## config.mk

```make
export PLATFORM = sky130hd
export DESIGN_NAME = day_serial_date_converter
export DESIGN_NICKNAME = d
export VERILOG_FILES = /design/src/rtl/core/dsdc_pkg.sv /design/src/rtl/core/day_serial_date_converter.sv
export SDC_FILE = /design/constraint.sdc
export NUM_CORES = 1
export LEC_CHECK = 0
export BUFFER_PORTS_ARGS = -buffer_cell sky130_fd_sc_hd__buf_2
export CAP_MARGIN = 20
export CORE_ASPECT_RATIO = 1.2
export CORE_MARGIN = 3
export CORE_UTILIZATION = 40
export DETAILED_ROUTE_END_ITERATION = 8
export GPL_ROUTABILITY_DRIVEN = 0
export GPL_TIMING_DRIVEN = 0
export SLEW_MARGIN = 20
export SYNTH_ARGS = -nofsm -noshare
export SYNTH_HDL_FRONTEND = slang
export SYNTH_SLANG_ARGS = --single-unit
```

## constraint.sdc

```tcl
create_clock -name clk -period 5.5 [get_ports clk]
set_input_delay 1.1 -clock clk [delete_from_list [all_inputs] [get_ports clk]]
set_output_delay 1.1 -clock clk [all_outputs]
set_load 0.005 [all_outputs]
```

## src/rtl/core/dsdc_pkg.sv

```systemverilog
// Package for the day serial date converter: word types, calendar constants and
// the month length function.
// No dependencies.
package dsdc_pkg;

    // Years covered, counted from the base year
    localparam int YEAR_SPAN  = 256;
    localparam int BASE_YEAR  = 1970;
    localparam int LAST_YEAR  = BASE_YEAR + YEAR_SPAN - 1;
    localparam int SERIAL_MAX = 131071;

    localparam int YEAR_W   = 12;
    localparam int MONTH_W  = 4;
    localparam int DAY_W    = 5;
    localparam int SERIAL_W = 17;

    // The accumulator holds a whole span of years plus a year of months
    localparam int ACC_RAW_W = $clog2(YEAR_SPAN * 366 + 12 * 31 + 1);
    localparam int ACC_W     = (ACC_RAW_W > SERIAL_W) ? ACC_RAW_W : SERIAL_W;

    localparam logic ACT_ENCODE = 1'b0;
    localparam logic ACT_DECODE = 1'b1;

    typedef struct packed {
        logic                action;
        logic [YEAR_W-1:0]   year_in;
        logic [MONTH_W-1:0]  month_in;
        logic [DAY_W-1:0]    day_in;
        logic [SERIAL_W-1:0] serial_in;
    } req_word_t;

    typedef struct packed {
        logic [SERIAL_W-1:0] serial_out;
        logic [YEAR_W-1:0]   year_out;
        logic [MONTH_W-1:0]  month_out;
        logic [DAY_W-1:0]    day_out;
        logic                ok;
    } rsp_word_t;

    function automatic logic [DAY_W-1:0] month_len(input logic [MONTH_W-1:0] m,
                                                   input logic leap);
        logic [DAY_W-1:0] len;
        case (m) inside
            4'd2:                   len = leap ? 5'd29 : 5'd28;
            4'd4, 4'd6, 4'd9, 4'd11: len = 5'd30;
            default:                len = 5'd31;
        endcase
        return len;
    endfunction

endpackage

```

## src/rtl/core/day_serial_date_converter.sv

```systemverilog
// Top level of the day serial date converter: sequencer, shared add/subtract
// unit, calendar counters and result register.
// Depends on dsdc_pkg.
//
// Converts between a calendar date and a day serial (1 January 1970 is day 1),
// Gregorian leap rule throughout, years 1970 to 1970+YEAR_SPAN-1. One word is
// taken at a time: req_stall stays high from acceptance until the result is
// parked in the output register, which then waits for the consumer while the
// next request may already be taken. The walk is done by the single
// add/subtract unit, which walks one year or one month per cycle. A failed
// conversion returns an all-zero word, ok included; checks on the year and
// month fields and on a zero serial cost no walk, while the day is checked at
// the end of the month walk.
module day_serial_date_converter
    import dsdc_pkg::*;
(
    input  logic      clk,
    input  logic      rst_n,
    input  logic      req_valid,
    output logic      req_stall,
    input  req_word_t req,
    output logic      rsp_valid,
    input  logic      rsp_stall,
    output rsp_word_t rsp
);

    typedef enum logic [3:0] {
        ST_IDLE   = 4'b0001,
        ST_YEARS  = 4'b0010,
        ST_MONTHS = 4'b0100,
        ST_DONE   = 4'b1000
    } state_t;

    localparam logic [YEAR_W-1:0] BASE_Y = YEAR_W'(BASE_YEAR);
    localparam logic [YEAR_W-1:0] LAST_Y = YEAR_W'(LAST_YEAR);

    state_t              state_reg, state_next;
    logic                rsp_valid_reg, rsp_valid_next;
    rsp_word_t           rsp_reg, rsp_next;

    // Latched request
    logic                action_reg, action_next;
    logic [YEAR_W-1:0]   year_tgt_reg, year_tgt_next;
    logic [MONTH_W-1:0]  month_tgt_reg, month_tgt_next;
    logic [DAY_W-1:0]    day_tgt_reg, day_tgt_next;

    // Walk state: running year, month, running serial, leap counters
    logic [YEAR_W-1:0]   y_reg, y_next;
    logic [MONTH_W-1:0]  m_reg, m_next;
    logic [ACC_W-1:0]    acc_reg, acc_next;
    logic [6:0]          mod100_reg, mod100_next;   // year mod 100
    logic [1:0]          cent_reg, cent_next;       // century mod 4
    logic                ok_reg, ok_next;

    logic                leap;
    logic [8:0]          year_len;
    logic [DAY_W-1:0]    mon_len;
    logic                at_tgt_month;
    logic [ACC_W-1:0]    opd;
    logic [ACC_W-1:0]    alu_res;
    logic                acc_le_opd;
    logic                req_fail;

    assign leap     = (y_reg[1:0] == 2'd0) && ((mod100_reg != 7'd0) || (cent_reg == 2'd0));
    assign year_len = leap ? 9'd366 : 9'd365;
    assign mon_len  = month_len(m_reg, leap);
    assign at_tgt_month = (m_reg == month_tgt_reg);

    // Shared unit: add on encode, subtract on decode, plus a compare
    always_comb
    begin
        if (state_reg == ST_MONTHS)
        begin
            if (action_reg == ACT_ENCODE && at_tgt_month)
                opd = ACC_W'(day_tgt_reg);
            else
                opd = ACC_W'(mon_len);
        end
        else
        begin
            opd = ACC_W'(year_len);
        end
    end

    assign alu_res    = (action_reg == ACT_DECODE) ? (acc_reg - opd) : (acc_reg + opd);
    assign acc_le_opd = (acc_reg <= opd);

    always_comb
    begin
        if (req.action == ACT_DECODE)
            req_fail = (req.serial_in == '0);
        else
            req_fail = (req.year_in < BASE_Y) || (req.year_in > LAST_Y) ||
                       (req.month_in == 4'd0) || (req.month_in > 4'd12);
    end

    always_comb
    begin
        state_next     = state_reg;
        rsp_valid_next = rsp_valid_reg && rsp_stall;
        rsp_next       = rsp_reg;
        action_next    = action_reg;
        year_tgt_next  = year_tgt_reg;
        month_tgt_next = month_tgt_reg;
        day_tgt_next   = day_tgt_reg;
        y_next         = y_reg;
        m_next         = m_reg;
        acc_next       = acc_reg;
        mod100_next    = mod100_reg;
        cent_next      = cent_reg;
        ok_next        = ok_reg;

        unique case (state_reg)
            ST_IDLE:
            begin
                if (req_valid)
                begin
                    action_next    = req.action;
                    year_tgt_next  = req.year_in;
                    month_tgt_next = req.month_in;
                    day_tgt_next   = req.day_in;
                    y_next         = BASE_Y;
                    m_next         = 4'd1;
                    mod100_next    = 7'(BASE_YEAR % 100);
                    cent_next      = 2'((BASE_YEAR / 100) % 4);
                    acc_next       = (req.action == ACT_DECODE) ? ACC_W'(req.serial_in) : '0;
                    ok_next        = !req_fail;
                    state_next     = req_fail ? ST_DONE : ST_YEARS;
                end
            end

            ST_YEARS:
            begin
                if (action_reg == ACT_ENCODE && y_reg == year_tgt_reg)
                begin
                    state_next = ST_MONTHS;
                end
                else if (action_reg == ACT_DECODE && y_reg > LAST_Y)
                begin
                    ok_next    = 1'b0;           // serial past the span
                    state_next = ST_DONE;
                end
                else if (action_reg == ACT_DECODE && acc_le_opd)
                begin
                    state_next = ST_MONTHS;
                end
                else
                begin
                    acc_next = alu_res;
                    y_next   = y_reg + 1'b1;
                    if (mod100_reg == 7'd99)
                    begin
                        mod100_next = 7'd0;
                        cent_next   = cent_reg + 1'b1;
                    end
                    else
                    begin
                        mod100_next = mod100_reg + 1'b1;
                    end
                end
            end

            ST_MONTHS:
            begin
                if (action_reg == ACT_ENCODE)
                begin
                    if (at_tgt_month)
                    begin
                        acc_next   = alu_res;
                        ok_next    = (day_tgt_reg != '0) && (day_tgt_reg <= mon_len) &&
                                     (alu_res <= ACC_W'(SERIAL_MAX));
                        state_next = ST_DONE;
                    end
                    else
                    begin
                        acc_next = alu_res;
                        m_next   = m_reg + 1'b1;
                    end
                end
                else if (m_reg == 4'd12 || acc_le_opd)
                begin
                    state_next = ST_DONE;
                end
                else
                begin
                    acc_next = alu_res;
                    m_next   = m_reg + 1'b1;
                end
            end

            ST_DONE:
            begin
                if (!rsp_valid_reg || !rsp_stall)
                begin
                    rsp_next = '0;
                    if (ok_reg)
                    begin
                        rsp_next.ok = 1'b1;
                        if (action_reg == ACT_ENCODE)
                        begin
                            rsp_next.serial_out = acc_reg[SERIAL_W-1:0];
                        end
                        else
                        begin
                            rsp_next.year_out  = y_reg;
                            rsp_next.month_out = m_reg;
                            rsp_next.day_out   = acc_reg[DAY_W-1:0];
                        end
                    end
                    rsp_valid_next = 1'b1;
                    state_next     = ST_IDLE;
                end
            end

            default:
            begin
                state_next = ST_IDLE;
            end
        endcase
    end

    always_ff @(posedge clk or negedge rst_n)
    begin
        if (!rst_n)
        begin
            state_reg     <= ST_IDLE;
            rsp_valid_reg <= 1'b0;
        end
        else
        begin
            state_reg     <= state_next;
            rsp_valid_reg <= rsp_valid_next;
        end
    end

    always_ff @(posedge clk)
    begin
        rsp_reg       <= rsp_next;
        action_reg    <= action_next;
        year_tgt_reg  <= year_tgt_next;
        month_tgt_reg <= month_tgt_next;
        day_tgt_reg   <= day_tgt_next;
        y_reg         <= y_next;
        m_reg         <= m_next;
        acc_reg       <= acc_next;
        mod100_reg    <= mod100_next;
        cent_reg      <= cent_next;
        ok_reg        <= ok_next;
    end

    assign req_stall = (state_reg != ST_IDLE);
    assign rsp_valid = rsp_valid_reg;
    assign rsp       = rsp_reg;

    // A failed word is all zero
    a_fail_zero: assert property (@(posedge clk) disable iff (!rst_n)
        (rsp_valid && !rsp.ok) |-> (rsp == '0))
        else $error("failed result word not cleared");

    // A good decode always lands on a real month
    a_decode_month: assert property (@(posedge clk) disable iff (!rst_n)
        (rsp_valid && rsp.ok && rsp.serial_out == '0) |->
        (rsp.month_out >= 4'd1 && rsp.month_out <= 4'd12 && rsp.day_out != '0))
        else $error("decoded month or day out of range");

    // An accepted word starts the sequencer
    a_accept_busy: assert property (@(posedge clk) disable iff (!rst_n)
        (req_valid && !req_stall) |=> req_stall)
        else $error("sequencer idle after accept");

    // Year walk never runs past one year beyond the span
    a_year_bound: assert property (@(posedge clk) disable iff (!rst_n)
        (state_reg == ST_YEARS) |-> (y_reg <= LAST_Y + 1'b1))
        else $error("year walk overran the span");

    // Month counter stays within the year
    a_month_bound: assert property (@(posedge clk) disable iff (!rst_n)
        (state_reg == ST_MONTHS) |-> (m_reg >= 4'd1 && m_reg <= 4'd12))
        else $error("month walk out of range");

endmodule

```

---- Yosys cells after proc, flatten, opt, wreduce, memory -nomap -nowiden ----
Index checks and enable logic that the tools add are counted.
word-level totals
  bits of input ports ..................... 43
  register bits ........................... 109
cells by class
  bitwise logic cells ..................... 2
  $lt $le $gt $ge ......................... 7
  muxes and demuxes ....................... 57
  reduce and logical (&&, ||, !) cells .... 37
  equal/unequal tests ..................... 28
  $add $sub $neg .......................... 6
operator list
  operator                 count
  $mux W17                 8
  $mux W4                  13
  $pmux W17 S3             1
  $mux W12                 4
  $mux W7                  5
  $gt A12 B12 Y1 const B   2
  $pmux W12 S2             1
  $ne A2 B2 Y1 const B     9
  $reduce_and A6 Y1        3
  $add A17 B17 Y17         1
  $le A17 B17 Y1           1
  $le A17 B17 Y1 const B   1
  $logic_not A17 Y1        1
  $sub A17 B17 Y17         1
  $eq A4 B4 Y1 const B     4
  $pmux W4 S4              1
  $pmux W7 S2              1
  $add A12 B1 Y12 const B  1
  $eq A12 B12 Y1           1
  $eq A4 B3 Y1 const B     3
  $lt A12 B11 Y1 const B   1
  $mux W2                  6
  $mux W1                  11
  $mux W5                  2
  other kinds (32)         55

---- Depth between registers and ports, before layout ----
  depth in word-level cells ............... 14
  depth in mapped cells ................... 17
  mapped depth without buffers ............ 17

---- Least setup slack after synthesis ----
Ideal clock, no wire load.
  path kind ............................... flip-flop to flip-flop
  from .................................... register m_reg[3]
  to ...................................... register acc_reg[0], enable pin
  cell stages (with the launch flop) ...... 14
  slack ................................... 0.706 ns
  clock period less this slack ............ 4.794 ns
  required time ........................... 5.077 ns
  arrival ................................. 4.371 ns
  path through ............................ edfxtp_1 > clkbuf_1 > xor2_1 > nor4_1 > nand2_1 > or3_1 > ha_1 > clkbuf_1 > nor2b_1 > o311ai_0 > nand4b_1 > a211o_1 > a31oi_1 > a311oi_1
on the way
  word-level cells in the longest chain between the ends .. 10
  elaborated cells on any way between the ends .. 19
ends and longest elaborated chain
  item                                                                  line                                                                text
  start: declaration                                                    day_serial_date_converter.sv:49                                     logic [MONTH_W-1:0] m_reg, m_next;
  start signal: assignment                                              day_serial_date_converter.sv:244                                    m_reg <= m_next;
  $eq A4 B3 Y1 / $eq A4 B4 Y1 (equally long branches)                   day_serial_date_converter.sv:66                                     assign mon_len = month_len(m_reg, leap);
  $reduce_or A4 Y1                                                      dsdc_pkg.sv:43                                                      case (m) inside
  $mux W1                                                               dsdc_pkg.sv:43
  $mux W5                                                               dsdc_pkg.sv:43
  $mux W5                                                               day_serial_date_converter.sv:74                                     if (action_reg == ACT_ENCODE && at_tgt_month)
  $mux W9                                                               day_serial_date_converter.sv:72                                     if (state_reg == ST_MONTHS)
  $le A17 B17 Y1                                                        day_serial_date_converter.sv:86                                     assign acc_le_opd = (acc_reg <= opd);
  $logic_or A1 B1 Y1 / $logic_and A1 B1 Y1 (equally long branches)      day_serial_date_converter.sv:180, day_serial_date_converter.sv:143
  $ne A3 B3 Y1 (no source line) / $ne A2 B2 Y1 (equally long branches)  n/a
  $reduce_and A6 Y1 (no source line) (*)                                n/a
  end signal: assignment                                                day_serial_date_converter.sv:245                                    acc_reg <= acc_next;
  end: declaration                                                      day_serial_date_converter.sv:50                                     logic [ACC_W-1:0] acc_reg, acc_next;
Every way passes the cells marked *; elsewhere a longest branch is shown, timed or not.
A chain may end at the register's enable or synchronous reset.

---- Worst setup path in the final report ----
  from .................................... register action_reg
  to ...................................... register y_reg[11], enable pin
on the way
  word-level cells in the longest chain between the ends .. 8
  elaborated cells on any way between the ends .. 12
ends and longest elaborated chain
  item                                    line                              text
  start: declaration                      day_serial_date_converter.sv:42   logic action_reg, action_next;
  start signal: assignment                day_serial_date_converter.sv:239  action_reg <= action_next;
  $not A1 Y1                              n/a
  $logic_and A1 B1 Y1                     day_serial_date_converter.sv:74
  $mux W5                                 day_serial_date_converter.sv:74
  $mux W9                                 day_serial_date_converter.sv:72
  $le A17 B17 Y1                          day_serial_date_converter.sv:86
  $logic_and A1 B1 Y1                     day_serial_date_converter.sv:143  else if (action_reg == ACT_DECODE && acc_le_opd)
  $ne A2 B2 Y1 (no source line)           n/a
  $reduce_and A5 Y1 (no source line) (*)  n/a
  end signal: assignment                  day_serial_date_converter.sv:243  y_reg <= y_next;
  end: declaration                        day_serial_date_converter.sv:48   logic [YEAR_W-1:0] y_reg, y_next;
Marks and branches as above.

==> flow_metrics.tcl <==
set metrics [dict create \
    syn-num-nets 660 \
    fp-row-count 49 \
    ys_types 64 \
    overflow 0 \
    cp_common_cell "clkbuf_1" \
    synth_top_area_share_pct 49.51 \
    synth_top_family_by_area "simple AND/OR/NAND/NOR gates" \
    holdWs_ns 0.5477 \
    synthArstFlopShare_pct 4.587 \
    status "complete, no violations" \
    synth_mux_area_share_pct 0.8530 \
    p_sw_mw 1.411 \
    place_ws_ns 0.4091 \
    rrSetupSlack_ns 0.61 \
    cts_sinks 109 \
    synth-compound-area-share_pct 12.91 \
    period_share_pct 88.84 \
    slowest_stage "edfxtp_1" \
    ctsResizeCount 0 \
    cts_hold_buf 0 \
    multi_input_area_um2 2878 \
    drtPass1Iterations 6 \
    grt_pass1_vias 4936 \
    syn_area_um2 6307 \
    post-route-util_pct 48.72 \
    power.density_nw_per_um2 486.5 \
    required_ns 5.62 \
    via_per_inst 5.550 \
    grt_max_degree 23 \
    maxSlewHeadroom_pct 32.82 \
    path_buf_inv 4 \
    synth_simple_gate_area_share_pct 18.92 \
    hpwl_um 12650 \
    fin_nets 758 \
    maxCapViolations 0 \
    rsz0062_at_grt "false" \
    numCtsBuffers 9 \
    grt_pass1_wl_um 25550 \
    synth_xor_area_share_pct 5.554 \
    postCtsSetupRepairBufs 0 \
    io_buffers 83 \
    die_w_um 120.6 \
    drc 0 \
    path_clk_slew_ns 0.07 \
    fillers 1483 \
    antenna_left 0 \
    p_comb_share_pct 41.2 \
    setup_slack_ns 0.6136 \
    cts_root_buffer "clkbuf_16" \
    crit_family "simple AND/OR/NAND/NOR gates" \
    synth_ff_type "edfxtp_1" \
    intPower_mw 2.193 \
    setup_violations 0 \
    p_sw_share_pct 39.14 \
    crit_fanout 12 \
    final_layout_size_suffix_gt1_share_pct 17.32 \
    hold_violations 0 \
    hold_path.class "in2async" \
    yosysTopAreaCell "edfxtp_1" \
    syn-instance-count 585 \
    die_h_um 143.6 \
    worstPathCellList "inv_1, clkbuf_1, nand2_1, or3_1, ha_1, clkbuf_1, nor3_1, o311ai_0, nand4b_1, a211o_1, a31oi_1, nor2_2, buf_8" \
    cp.arrival_ns 5.00 \
    track_usage_pct 19.12 \
    setup_tns_ns 0 \
    worst_slew_pin_slew_ns 1.008 \
    area_delta_synth_final_pct 17.44 \
    slew_violations 0 \
    insertion_delay_ns 0.36 \
    peakVddDrop_uv 191.7 \
    ys_warn_count 0 \
    skew_ns 0.01506 \
    synth_adder_area_share_pct 6.586 \
    cts_htree_levels 3 \
    routed_wl_um 16130 \
    die-area_um2 17320 \
    vias 4951 \
    leakage_nw 2.855 \
    regArea_um2 3249 \
    io_pins 84 \
    ys_ff_latch 109 \
    avgSynthCellArea_um2 10.78 \
    fmax_ghz 0.2046 \
    ys_top_cells_by_area "edfxtp_1 (50%), ha_1 (6.0%), o21ai_0 (3.1%)" \
    wire_per_inst_um 18.08 \
    synth_edf_count 104 \
    core_area_um2 15200 \
    antenna_found_initial 1 \
    slowest_delay_ns 0.52 \
    ys_seq_area_share_pct 51.52 \
    layout_common_cells "edfxtp_1 (104), buf_2 (84), o21ai_0 (39)" \
    power_frac_seq_pct 40.6 \
    final_common_cell "edfxtp_1" \
    tritoncts "built" \
    endpoint_kind "flop" \
    cts_buffer_depth 2 \
    start_util_pct 41.48 \
    drt_iter0_drc 278 \
    critical_path_class "reg2reg" \
    p_clk_share_pct 18.2 \
    crit_path_start_kind "flop" \
    largest_register_ffs 39 \
    post-route-min-period_ns 4.886 \
]
[stage by stage]
stage / total power, mW / instances / area, µm²
after floorplan: 2.427 / 585 / 6307
final: 3.604 / 892 / 7407
after global placement: 2.857 / 872 / 6978
after detailed placement: 2.954 / 876 / 7097
after global routing: 3.857 / 892 / 7407
after CTS: 3.614 / 891 / 7392
[synthesized netlist by cell type, types with 4 or more instances]
| library cell | n |
|---|---|
| and3_1 | 28 |
| a21o_1 | 6 |
| xnor2_1 | 18 |
| a21oi_1 | 14 |
| o31ai_1 | 10 |
| nand2_1 | 35 |
| edfxtp_1 | 104 |
| nand4_1 | 9 |
| nor2_1 | 27 |
| o31a_1 | 4 |
| or3_1 | 8 |
| inv_1 | 29 |
| and2_1 | 22 |
| ha_1 | 30 |
| o21ai_0 | 39 |
| o211ai_1 | 4 |
| clkbuf_1 | 25 |
| nor4b_1 | 4 |
| xor2_1 | 22 |
| nand3_1 | 34 |
| nor2b_1 | 6 |
| a31oi_1 | 5 |
| nor3_1 | 15 |
| a211oi_1 | 4 |
| dfrtp_1 | 4 |
| nand2b_1 | 5 |
| nor4_1 | 9 |
[per-layer routing]
layer  GRT usage, %  vias up  part of all wire, %
met5              0        -                    0
met4          7.279        0                  2.4
met3          3.937       31                  4.8
met2          34.44      149                   52
met1          22.46     2386                   41
li1               -     2385                    -
[kinds of logic after synthesis]
kind of cell,count (synthesis)
and+or+nand+nor,219
AOI/OAI and AO/OA,121
DFF,109
buffers and inverters,59
xor gates and xnor gates,40
adders and majority gates,32
muxes,5
[area by class of cell]
| type | instances | area share, % |
|---|---|---|
| flip-flops and latches | 109 | 43.87 |
| diodes | 1 | 0.03378 |
| clock inverters | 6 | 0.9459 |
| clock buffers | 9 | 3.041 |
| multi-input cells | 417 | 38.85 |
| plain buffers | 30 | 1.639 |
| repair buffers | 87 | 6.706 |
| well taps | 204 | 3.446 |
| inverters | 29 | 1.470 |
[path summary, 6_finish.rpt]
path	from	to	depth (start not counted)
max	action_reg	y_reg[11]	13
min	rst_n	state_reg[2]	1
max reg2reg	action_reg	y_reg[11]	13
min reg2reg	cent_reg[0]	cent_reg[0]	1
max in group asynchronous	rst_n	state_reg[0]	1
min in group clk	cent_reg[0]	cent_reg[0]	1
[power by group through the flow]
| stage | registers, mW | clock network, mW | logic (mW) |
|---|---|---|---|
| CTS | 1.46 | 0.670 | 1.48 |
| detailed placement | 1.48 | 0 | 1.48 |
| global placement | 1.48 | 0 | 1.37 |
| finish | 1.46 | 0.656 | 1.49 |
| global route | 1.49 | 0.707 | 1.66 |
| floorplan | 1.41 | 0 | 1.02 |
[worst register-to-register path, cell delays in order (launching register included)]
cell and delay (ns):
edfxtp_1 0.52, inv_1 0.17, clkbuf_1 0.52, nand2_1 0.31
or3_1 0.41, ha_1 0.28, clkbuf_1 0.32, nor3_1 0.13
o311ai_0 0.40, nand4b_1 0.28, a211o_1 0.40, a31oi_1 0.46
nor2_2 0.22, buf_8 0.21
Power figures use the tool's default switching activity.
